$ cat config.mk
export PLATFORM = sky130hd
export DESIGN_NAME = apf_control
export DESIGN_NICKNAME = d
export VERILOG_FILES = /design/src/hdl/apf_pkg.sv /design/src/hdl/apf_control.sv
export SDC_FILE = /design/constraint.sdc
export NUM_CORES = 1
export LEC_CHECK = 0
export BUFFER_PORTS_ARGS = -buffer_cell sky130_fd_sc_hd__buf_2
export CORE_AREA = 10 10 47 49
export DETAILED_ROUTE_END_ITERATION = 7
export DIE_AREA = 0 0 57 59
export HOLD_SLACK_MARGIN = 0.08
export PLACE_DENSITY_LB_ADDON = 0.3
export SETUP_SLACK_MARGIN = 0.5
export SLEW_MARGIN = 20
export SYNTH_ARGS = -nofsm -noshare
export SYNTH_HDL_FRONTEND = slang
export SYNTH_SLANG_ARGS = --single-unit
$ cat constraint.sdc
create_clock -name clk -period 1.5 [get_ports clk]
set_clock_uncertainty 0.2 [all_clocks]
set_input_delay 0 -clock clk [delete_from_list [all_inputs] [get_ports clk]]
set_output_delay 0 -clock clk [all_outputs]
set_load 0.05 [all_outputs]
$ cat src/hdl/apf_pkg.sv
// Package for the articulation point finder: sizes, state encoding and
// controller/datapath command and status structs. Depends on nothing.
`default_nettype none
package apf_pkg;
  localparam int MAX_NODES_DEF = 64;
  localparam int MAX_EDGES_DEF = 256;
  localparam int NODE_W = 6;

  typedef enum logic [3:0] {
    ST_LOAD,
    ST_PUSH0,
    ST_EDGE,
    ST_LOOK,
    ST_SCAN,
    ST_PARENT,
    ST_EMIT,
    ST_CLEAR
  } state_t;

  typedef struct packed {
    logic store_edge;
    logic push_root;
    logic read_edge;
    logic look;
    logic scan;
    logic pop;
    logic parent_upd;
    logic finish;
    logic emit;
    logic clear;
  } cmd_t;

  typedef struct packed {
    logic pos_done;
    logic last_frame;
    logic emit_last;
    logic clear_done;
  } status_t;
endpackage
`default_nettype wire

$ cat src/hdl/apf_control.sv
// Controller state machine of the articulation point finder.
// Depends on apf_pkg.
`default_nettype none
module apf_control (
  input  wire logic             clk,
  input  wire logic             rst,
  input  wire logic             start,
  input  wire logic             last_edge,
  input  wire apf_pkg::status_t status,
  output apf_pkg::cmd_t         cmd,
  output logic                  busy
);
  apf_pkg::state_t state, state_next;

  // Reset leads into the clearing pass, since the node tables start unknown.
  always_ff @(posedge clk) begin
    if (rst) begin
      state <= apf_pkg::ST_CLEAR;
    end else begin
      state <= state_next;
    end
  end

  always_comb begin
    state_next = state;
    cmd = '0;
    busy = (state != apf_pkg::ST_LOAD);
    case (state)
      apf_pkg::ST_LOAD: begin
        if (start) begin
          cmd.store_edge = 1'b1;
          if (last_edge) begin
            state_next = apf_pkg::ST_PUSH0;
          end
        end
      end
      apf_pkg::ST_PUSH0: begin
        cmd.push_root = 1'b1;
        state_next = apf_pkg::ST_EDGE;
      end
      apf_pkg::ST_EDGE: begin
        if (status.pos_done) begin
          if (status.last_frame) begin
            cmd.finish = 1'b1;
            state_next = apf_pkg::ST_EMIT;
          end else begin
            cmd.pop = 1'b1;
            state_next = apf_pkg::ST_PARENT;
          end
        end else begin
          cmd.read_edge = 1'b1;
          state_next = apf_pkg::ST_LOOK;
        end
      end
      apf_pkg::ST_LOOK: begin
        cmd.look = 1'b1;
        state_next = apf_pkg::ST_SCAN;
      end
      apf_pkg::ST_SCAN: begin
        cmd.scan = 1'b1;
        state_next = apf_pkg::ST_EDGE;
      end
      apf_pkg::ST_PARENT: begin
        cmd.parent_upd = 1'b1;
        state_next = apf_pkg::ST_EDGE;
      end
      apf_pkg::ST_EMIT: begin
        cmd.emit = 1'b1;
        if (status.emit_last) begin
          state_next = apf_pkg::ST_CLEAR;
        end
      end
      apf_pkg::ST_CLEAR: begin
        cmd.clear = 1'b1;
        if (status.clear_done) begin
          state_next = apf_pkg::ST_LOAD;
        end
      end
      default: begin
        state_next = apf_pkg::ST_LOAD;
      end
    endcase
  end
endmodule
`default_nettype wire

# Word-level counts from Yosys, hierarchy flattened
# Index checks and enable logic that the tools add are counted.
[op_classes]
addsub = 0
mul = 0
div_mod_pow = 0
magnitude_cmp = 0
n_eq_ne = 11
shifts = 0
muxes = 23
n_bitwise = 0
reduce_logical = 4
[op_table]
columns = ["operator", "n"]
rows = [
  ["case mux 4 bit (6 select lines)", 1],
  ["equality test 4 x 3 -> 1 bit (second input constant)", 4],
  ["two-way mux 1 bit", 16],
  ["two-way mux 4 bit", 4],
  ["equality test 4 x 2 -> 1 bit (second input constant)", 2],
  ["!= test 2 bit (second input constant)", 4],
  ["equality test 4 x 1 -> 1 bit (second input constant)", 1],
  ["logical NOT 4 bit", 1],
  ["AND reduction 4 bit", 1],
  ["nonzero test 4 bit", 1],
  ["two-way mux 3 bit", 1],
  ["OR reduction 3 bit", 1],
  ["two-way mux 2 bit", 1],
]
[totals]
ff_bits = 4
latchBits = 0
ramBits = 0
romBits = 0
inputBits = 8
elab_cells = 39
mem_count = 0

# Depth between registers and ports, before layout
# Gate-level depths: netlist of run 1.
[depth]
word_depth = 3
depth_mapped = 4
mapped_depth_nobuf = 3

# Least setup slack after synthesis of run 1
# No wires, ideal clock.
[synth_timing]
path_type = "register to output"
from = "register state[0]"
to = "output port cmd[9] (netlist bit)"
arrival_ps = 2170
required_time_ps = 1300
slack_ps = -870
path_stages_with_launch = 3
path_cell_list = "dfxtp_1 -> buf_2 -> nor4b_1"
[synth_rtl]
columns = ["element", "line_no", "rtl"]
rows = [
  ["from (decl)", "apf_control.sv:13", "apf_pkg::state_t state, state_next;"],
  ["from (signal assigned)", "apf_control.sv:18", "state <= apf_pkg::ST_CLEAR;"],
  ["from (signal assigned)", "apf_control.sv:20", "state <= state_next;"],
  ["to (decl)", "apf_control.sv:10", "output apf_pkg::cmd_t cmd,"],
]

# Final worst setup path of run 1
[layout_timing]
from = "register state[2]"
to = "output port busy"
[layout_via]
elab_chain_cells = 1
[layout_lines]
columns = ["element", "line_no", "rtl"]
rows = [
  ["nonzero test 4 bit", "apf_control.sv:27", "busy = (state != apf_pkg::ST_LOAD);"],
  ["to (decl)", "apf_control.sv:11", "output logic busy"],
]
# No other way between the ends.

==> run metrics, run 1 <==
Power Dens Cells=1175 nW/um2; H-tree depth=1; CORE AREA=1401 um2; Core Util, Final=52.50%; DIE AREA=3363 um2; max reg flops=3; RSZ-0062 raised after global routing=true; largest registers=state: 3 flops; Psw=0.3738 mW; Flop pwr share=16.8%; Die X=57 um; n_diodes=0; total internal power=about 0.49 mW; multi-input logic area=a little under 300 um2; Logic pwr share=about two thirds; Tmin final=1.411 ns; required time of the critical path=1.30 ns; most frequent CP cell=buf_6; Mapped Area=274.0 um2; largest net degree at the start of global routing=10; Worst Setup Start Kind=register; CP Max Fanout=5; gr usage total=7.195%; RePlAce Congestion=0.7801; first-iteration detailed-routing DRC count=6; Top Ports=19; Root Driver=clkbuf_4; DIE HEIGHT=59 um; commonest cells after routing, fill and taps aside=15 x buf_6, 9 x buf_4, 7 x buf_2; placed cells=72; Slew @ Worst Pin=0.2050 ns; FP Rows=14; via density per instance=~4.6; fin crit share=94.06%; antenna violations before repair=0; Final Power=0.8647 mW; crit-path cells=buf_6 > or3_4 > buf_6; failing checks=negative hold slack; fin area=~740 um2; Maximum Capacitance Violations=0; commonest non-fill, non-tap cell in the layout=buf_6; Layout Cells excl Fill=89; CTS max path bufs=2; pre-CTS setup slack=0.1466 ns; fin worst setup slack=0.08911 ns; most flop-heavy register=state; arrival time at the worst endpoint=1.21 ns; DRC violations left=0; Yosys reg bits=3; PortBufs=18; Clock transition at path regs=roughly 0.04 ns; Switching Share=between 40% and 50%; hold_ws=-0.2196 ns; gr ovfl total=0; # fillers=141; Yosys warning count=0; Hold Crit Class=in2reg; Starting Density=19.55%; Avg Inst Size Synth=7.211 um2; register area=around 71 um2; Crit path largest cell delay=about 0.36 ns; WL/cell=between 10 and 15 um; vias in the first global route=461; Leak Pwr=~0.33 nW; DP Area=~480 um2; Final Max Tran Viols=0; ratio of cells with drive above 1 in the final layout=76.71%; total iterations of the first detailed-routing run=4; Clock Latency Late Sink=0.23 ns; Clock power frac=between 15 and 20%; # nets final=82; drt total wl=1.118 mm; worst setup path category=reg2out; Seq/Total Area, Yosys=21.92%; Gate Count Post-Synth=38; Peak VDD IR=0.4585 mV; Achievable Freq=approximately 710 MHz; dpl hpwl=779.9 um; setup TNS=0 ns; via count=406; Max-Slew Margin vs Limit=86.27%; final hold violation count=3; # setup viols final=0; first-pass GRT wire length=1.973 mm; post-synthesis net count=46; cts bufs inserted=3; synth unique cells=24; layout overhead on the synthesized area=168.5%; critical path's slowest cell=dfxtp_4; CTS tree=done; status=finished, violations left; Worst setup EP type=primary output; Sink Count=3; antenna-violating nets left=0
==> cell usage after synthesis <==
master / n / area [um2]
a211oi_1: 1 / 7.510
a21bo_2: 1 / 10.01
a221o_1: 1 / 10.01
a31o_1: 1 / 8.760
a31oi_1: 1 / 6.260
and4b_1: 1 / 10.01
buf_2: 2 / 10.01
buf_6: 1 / 11.26
dfxtp_1: 3 / 60.06
inv_1: 1 / 3.750
inv_4: 1 / 6.260
mux2i_1: 1 / 10.01
nand2_1: 4 / 15.01
nand2b_1: 1 / 6.260
nand3b_1: 1 / 7.510
nor2_1: 7 / 26.28
nor2b_1: 1 / 6.260
nor3_1: 2 / 10.01
nor3b_1: 2 / 15.01
nor4b_1: 1 / 8.760
o21a_1: 1 / 7.510
o21ai_0: 1 / 5.000
o22ai_1: 1 / 6.260
or3_1: 1 / 6.260
==> power groups by stage <==
| stage | Combinational, mW | Sequential, mW | Clock [mW] |
|---|---|---|---|
| final | 0.580 | 0.145 | 0.139 |
| after global routing | 0.618 | 0.150 | 0.146 |
| after CTS | 0.558 | 0.142 | 0.142 |
| after detailed placement | 0.363 | 0.153 | 0 |
| after global placement | 0.361 | 0.152 | 0 |
| after floorplan | 0.338 | 0.117 | 0 |
==> final timing paths <==
check	start	end	slack, ns	cells after the start
hold reg to reg	state[2]	state[1]	0.38	2
hold / removal	rst	state[0]	-0.22	2
setup / recovery	state[2]	busy	0.09	3
setup reg to reg	state[2]	state[0]	0.11	4
==> routing by layer <==
layer | GRT usage [%] | wire length, um | part of all wire [%] | vias up
met5 | 0 | 0 | 0 | -
met3 | 3.004 | 77 | 6.9 | 2
met4 | 4.027 | 12 | 1.1 | 0
met1 | 6.946 | 421 | 38 | 186
li1 | - | - | - | 206
met2 | 12.71 | 606 | 54 | 12
==> what timing repair did <==
action | 4_1_cts | 5_1_grt
setup endpoints to repair | 14 | 14
pin swaps | 5 | 3
endpoints found under the hold margin | 3 | 3
buffers inserted | 12 | 1
resized for setup | 36 | 5
==> logic make-up (layout without fill, tap and decap cells) <==
| family | count (synthesis) | in the layout | synth area share, % |
|---|---|---|---|
| AOI/OAI and AO/OA | 8 | 8 | 22.38 |
| buffers and inverters | 5 | 40 | 11.42 |
| DFF | 3 | 3 | 21.92 |
| muxes | 1 | 1 | 3.653 |
| and+or+nand+nor | 21 | 21 | 40.64 |
==> final cells by class <==
type / count / share of cell area, %
tap: 16 / 2.721
sequential: 3 / 9.694
clock buffer: 4 / 3.571
multi-input combinational: 30 / 39.29
inverter: 2 / 1.701
timing repair buffer: 34 / 43.03
==> critical path: cells and delay by family (launching register included) <==
| kind | cells | cell delay [ns] |
|---|---|---|
| buffers and inverters | 2 | 0.30 |
| DFF | 1 | 0.36 |
| and+or+nand+nor | 1 | 0.32 |
(Power assumes the default switching activity.)
==> run 2: changes to the inputs <==
--- a/config.mk
+++ b/config.mk
@@ -5,6 +5,7 @@
 export SDC_FILE = /design/constraint.sdc
 export NUM_CORES = 1
 export LEC_CHECK = 0
+export ABC_AREA = 1
 export BUFFER_PORTS_ARGS = -buffer_cell sky130_fd_sc_hd__buf_2
 export CORE_AREA = 10 10 47 49
 export DETAILED_ROUTE_END_ITERATION = 7
==> constraint.sdc (replaced) <==
create_clock -name clk -period 1.8 [get_ports clk]
set_clock_uncertainty 0.2 [all_clocks]
set_input_delay 0 -clock clk [delete_from_list [all_inputs] [get_ports clk]]
set_output_delay 0 -clock clk [all_outputs]
set_load 0.05 [all_outputs]
==> run 2 against run 1 <==
  * The flow now finishes without violations
  * Count of clock-buffer cells in the layout stayed put
  * Final cell count rose by 15%
  * Worst setup slack gained 0.35 ns
  * Synthesized cell count grew 29%
  * Routed wire length is 2.6% higher
  * Flip-flop and latch count stayed put
  * Non-clock buffer count rose by 1
  * Register-to-register slack better by 0.37 ns
  * Via count is 8.4% higher
==> run metrics, run 2 <==
via density per instance=4.314 (-5.4%); Yosys warning count=0 (unchanged); Final Max Tran Viols=0 (unchanged); hold_ws=0.1091 ns (+0.3287 ns); Primary FF master, synth=dfxtp_1; Gate Count Post-Synth=49 (+29%); post-synthesis net count=57 (+24%); final hold violation count=0 (-3); Slew @ Worst Pin=0.2063 ns (+0.001273 ns); H-tree depth=1 (unchanged); fin crit share=75.35%; Sink Count=3 (unchanged); commonest cells after routing, fill and taps aside=12 x buf_4, 8 x nand2_1, 8 x buf_6; DR WL met2=641 um (+5.8%); antenna violations before repair=0 (unchanged); first-iteration detailed-routing DRC count=1 (-5); Worst Setup EP=cmd[4]; worst r2r path cells=6 (+2); Post-synth top cells=9 x nand2_1, 8 x inv_1, 8 x nor2_1; PortBufs=18 (unchanged); worst setup path category=reg2out; fin worst setup slack=0.4438 ns (+0.3547 ns); top-area cell type share of the netlist area=20.87% (-1.0 points); R2R Setup Slk=0.48 ns (+0.37 ns); RR Endpoint=state[1]; CTS tree=done; DIE HEIGHT=59 um (unchanged); FP Rows=14 (unchanged); Met1 Wirelength=399 um (-5.2%); # setup viols final=0 (unchanged); Achievable Freq=737.3 MHz; largest net degree at the start of global routing=9 (-1); DRC violations left=0 (unchanged); commonest non-fill, non-tap cell in the layout=buf_4; RePlAce Congestion=0.6996 (-10%); RSZ-0062 raised after global routing=true; cts bufs inserted=3 (unchanged); Root Driver=clkbuf_4; gr ovfl total=0 (unchanged); first-pass GRT wire length=2.159 mm (+9.4%); synth unique cells=18 (-25%); Avg Inst Size Synth=5.873 um2 (-19%); antenna-violating nets left=0 (unchanged); Peak VDD IR=0.6462 mV (+41%); Tmin final=roughly 1.4 ns; CTS max path bufs=2 (unchanged); CORE AREA=1401 um2 (unchanged); Core Util, Final=50.45% (-2.1 points); Critical R2R Launch=state[0]; Max-Slew Margin vs Limit=86.14% (-0.13 points); Mapped Area=287.8 um2 (+5.0%); arrival time at the worst endpoint=1.16 ns (-0.05 ns); vias in the first global route=465 (+0.87%); DIE AREA=3363 um2 (unchanged); Power Dens Cells=1533 nW/um2 (+30%); dpl hpwl=777.1 um (-0.36%); gr usage total=7.889% (+0.69 points); pre-CTS setup slack=0.3937 ns (+0.2471 ns); Leak Pwr=0.3549 nW (+8.1%); Maximum Capacitance Violations=0 (unchanged); Yosys reg bits=3 (unchanged); CP Max Fanout=6 (+1); Clock Latency Late Sink=0.23 ns (about the same); via count=440 (+8.4%); Worst setup EP type=primary output; metal3 WL=91 um (+18%); Final Power=1.083 mW (+25%); largest cells by area after synthesis=dfxtp_1 21%, nand2_1 12%, inv_1 10%; most flop-heavy register=state; Hold Crit Class=in2out; Die X=57 um (unchanged); n_diodes=0 (unchanged); required time of the critical path=1.60 ns (+0.30 ns); largest registers=state: 3 flops; layout overhead on the synthesized area=145.7%; top-count cell post-synth=nand2_1; total iterations of the first detailed-routing run=3 (-1); Seq/Total Area, Yosys=20.87% (-1.0 points); Post-synth EDFFs=0 (unchanged); setup TNS=0 ns (unchanged); max reg flops=3 (unchanged); Clock transition at path regs=0.04 ns (about the same); ratio of cells with drive above 1 in the final layout=61.63% (-15 points); drt total wl=1.147 mm (+2.6%); crit path launch=state[0]; # nets final=95 (+16%); cell taking the most area after synthesis=dfxtp_1; Top Ports=19 (unchanged); Synth async-reset ratio=0% (unchanged); Starting Density=20.54% (+0.98 points); WL/cell=11.25 um (-10%); status=completed; Highest Signal Layer=met4; Worst Setup Start Kind=register
run 2: cell types whose count changed in the layout (fill, tap and decap cells not counted), moves of 3 or more:
cell	change
buf_6	-7
nand2_1	+6
buf_4	+3
inv_1	+5
nand4_1	+3
dlygate4sd3_1	+7
nand3_1	+3
run 2: what timing repair did:
item | in CTS | in global routing
hold endpoints to repair | 3 | 0
setup endpoints to repair | 14 | 13
pin swaps | 4 | 2
hold buffers | 7 | 0
resized for setup | 24 | 9
setup buffers | 9 | 1
run 2: cells by family (layout without fill, tap and decap cells):
logic type | after synthesis | count (layout) | synth area share (%)
buffers and inverters | 11 | 48 | 17.39
DFF | 3 | 3 | 20.87
and+or+nand+nor | 33 | 33 | 57.39
AOI/OAI and AO/OA | 2 | 2 | 4.347
run 2: report_power, final:
group | internal [mW] | switching [mW]
logic | 0.303 | 0.456
clock network | 0.0830 | 0.0340
registers | 0.116 | 0.0907
total | 0.503 | 0.581
run 2: worst max-delay path, cell delays in order (launching register included):
cell and delay, ns:
dfxtp_4 0.37, nor2_4 0.18, nand3_2 0.12, nor2_4 0.11, buf_8 0.15
run 2: how the worst min path moves through the flow:
stage | cells after the start | to | startpoint | slack, ns
3_3_place_gp | 3 | state[2] | rst | 0.02
4_1_cts | 3 | cmd[4] | status[2] | 0.10
5_1_grt | 3 | cmd[4] | status[2] | 0.12
6_report | 3 | cmd[4] | status[2] | 0.11
3_5_place_dp | 3 | state[1] | rst | 0.02
2_1_floorplan | 1 | cmd[7] | status[3] | -0.14
run 2: area by class of cell:
type                    count  area (um2)
inverters                   9       38.79
clock buffers               4       26.28
well taps                  16       20.02
fillers                   150       694.4
repair buffers             35       300.3
flip-flops and latches      3       71.32
multi-input cells          35       250.2
run 2: metrics by stage:
stage                     area (um2)  std cells
after floorplan                362.8         49
after global placement         450.4         81
after detailed placement       450.4         81
after CTS                      680.7        101
after global routing           706.9        102
final                          706.9        102
run 2: per-layer routing:
layer,vias to the layer above,GRT usage (%)
met5,-,0
met2,11,14.26
met4,0,5.034
li1,229,-
met3,2,2.575
met1,198,7.545
==> run 3: changes to the inputs <==
==> constraint.sdc (replaced) <==
create_clock -name clk -period 1.1 [get_ports clk]
set_clock_uncertainty 0.2 [all_clocks]
set_input_delay 0 -clock clk [delete_from_list [all_inputs] [get_ports clk]]
set_output_delay 0 -clock clk [all_outputs]
set_load 0.05 [all_outputs]
==> run 3 against run 2 <==
  * The run now ends with negative hold slack, negative setup slack left
  * Critical path depth stayed put
  * Power increased by 110%
  * Clock power up 68%
  * Flip-flop and latch count unchanged
  * First-iteration DRC count shrank 100%
  * Global-route usage is 1.0 points lower
  * Largest cell class unchanged
==> run metrics, run 3 (synthesized netlist as in run 2, its figures left out) <==
placed cells=92 (+14%); PortBufs=18 (unchanged); Hold Crit Class=in2reg; status=finished, violations left; Worst setup EP type=primary output; Root Driver=clkbuf_4; FP Rows=14 (unchanged); layout overhead on the synthesized area=177.8%; first-iteration detailed-routing DRC count=0 (-1); commonest cells after routing, fill and taps aside=13 x buf_6, 12 x buf_4, 7 x nor2_4, 7 x buf_2; via count=451 (+2.5%); Die X=57 um (unchanged); Clock Latency Late Sink=0.23 ns (about the same); largest net degree at the start of global routing=8 (-1); Maximum Capacitance Violations=0 (unchanged); hold_ws=-0.2218 ns (-0.3309 ns); gr ovfl total=0 (unchanged); H-tree depth=1 (unchanged); most flop-heavy register=state; Slew @ Worst Pin=0.2045 ns (-0.001850 ns); arrival time at the worst endpoint=1.21 ns (+0.05 ns); max reg flops=3 (unchanged); # setup viols final=14 (+14); Peak VDD IR=1.115 mV (+72%); n_diodes=0 (unchanged); Starting Density=20.54% (unchanged); fin worst setup slack=-0.3104 ns (-0.7542 ns); Achievable Freq=between 700 and 800 MHz; Core Util, Final=57.05% (+6.6 points); DIE HEIGHT=59 um (unchanged); R2R Setup Slk=-0.22 ns (-0.70 ns); Top Ports=19 (unchanged); Sink Count=3 (unchanged); gr usage total=6.846% (-1.0 points); CTS tree=done; worst setup path category=reg2out; required time of the critical path=0.90 ns (-0.70 ns); via density per instance=4.379 (+1.5%); DIE AREA=3363 um2 (unchanged); Final Max Tran Viols=0 (unchanged); largest registers=state: 3 flops; RePlAce Congestion=0.7956 (+14%); RSZ-0062 raised after global routing=true; dpl hpwl=872.9 um (+12%); Worst Setup Start Kind=register; antenna violations before repair=0 (unchanged); total iterations of the first detailed-routing run=1 (-2); final hold violation count=3 (+3); cts bufs inserted=3 (unchanged); DRC violations left=0 (unchanged); failing checks=negative hold slack, negative setup slack; WL/cell=12.97 um (+15%); commonest non-fill, non-tap cell in the layout=buf_6; CORE AREA=1401 um2 (unchanged); fin area=799.5 um2 (+13%); # nets final=96 (+1.1%); drt total wl=1.336 mm (+16%); ratio of cells with drive above 1 in the final layout=79.31% (+18 points); first-pass GRT wire length=1.876 mm (-13%); CP Max Fanout=7 (+1); CTS max path bufs=2 (unchanged); # fillers=129 (-14%); Power Dens Cells=2846 nW/um2 (+86%); Tmin final=1.410 ns; antenna-violating nets left=0 (unchanged); Layout Cells excl Fill=103 (+0.98%); vias in the first global route=464 (-0.22%); Clock transition at path regs=0.04 ns (about the same); Leak Pwr=0.3865 nW (+8.9%); fin crit share=128.2%; DP Area=555.5 um2 (+23%); Max-Slew Margin vs Limit=86.27% (+0.12 points)
==> run 3: through the flow <==
| step | TNS [ns] | power, mW | setup slack, ns |
|---|---|---|---|
| floorplan | -1.621 | 1.192 | -0.1965 |
| global placement | -1.594 | 1.541 | -0.1784 |
| detailed placement | -1.757 | 1.547 | -0.1891 |
| CTS | -2.869 | 2.052 | -0.3124 |
| global route | -3.428 | 2.402 | -0.3329 |
| finish | -2.944 | 2.275 | -0.3104 |
==> run 3: critical path: stages, from the launching register on <==
cell     delay [ns]
dfxtp_4        0.38
nor2_4         0.20
nand3_2        0.14
nor2_4         0.11
buf_8          0.15
==> run 3: worst paths after layout <==
path,start,to,cells after the start
setup / recovery,state[2],cmd[4],4
hold / removal,rst,state[1],3
setup reg to reg,state[2],state[2],5
hold reg to reg,state[0],state[0],3
==> run 3: cell type report <==
type	count	area (um2)	area share (%)
multi-input combinational	35	312.8	39.12
timing repair buffer	36	331.6	41.47
sequential	3	68.82	8.607
tap	16	20.02	2.504
inverter	9	40.04	5.008
clock buffer	4	26.28	3.286
==> run 3: power breakdown <==
group          switching, mW  internal, mW
clock                 0.0596         0.136
combinational          0.975         0.797
sequential             0.124         0.184
total                   1.16          1.12
==> run 3: layer usage <==
metal | share of wire [%] | up-vias | GRT usage, %
met5 | 0 | - | 0
met4 | 1.6 | 0 | 4.027
met3 | 6.1 | 2 | 2.361
met2 | 56 | 12 | 11.47
met1 | 36 | 207 | 7.297
li1 | - | 230 | -
==> run 3: timing repair <==
| item | in CTS | in global routing |
|---|---|---|
| hold endpoints to repair | 3 | 3 |
| endpoints found under the setup margin | 14 | 14 |
| buffers inserted | 6 | 1 |
| gates resized for setup | 31 | 18 |
| pin swaps | 7 | 4 |
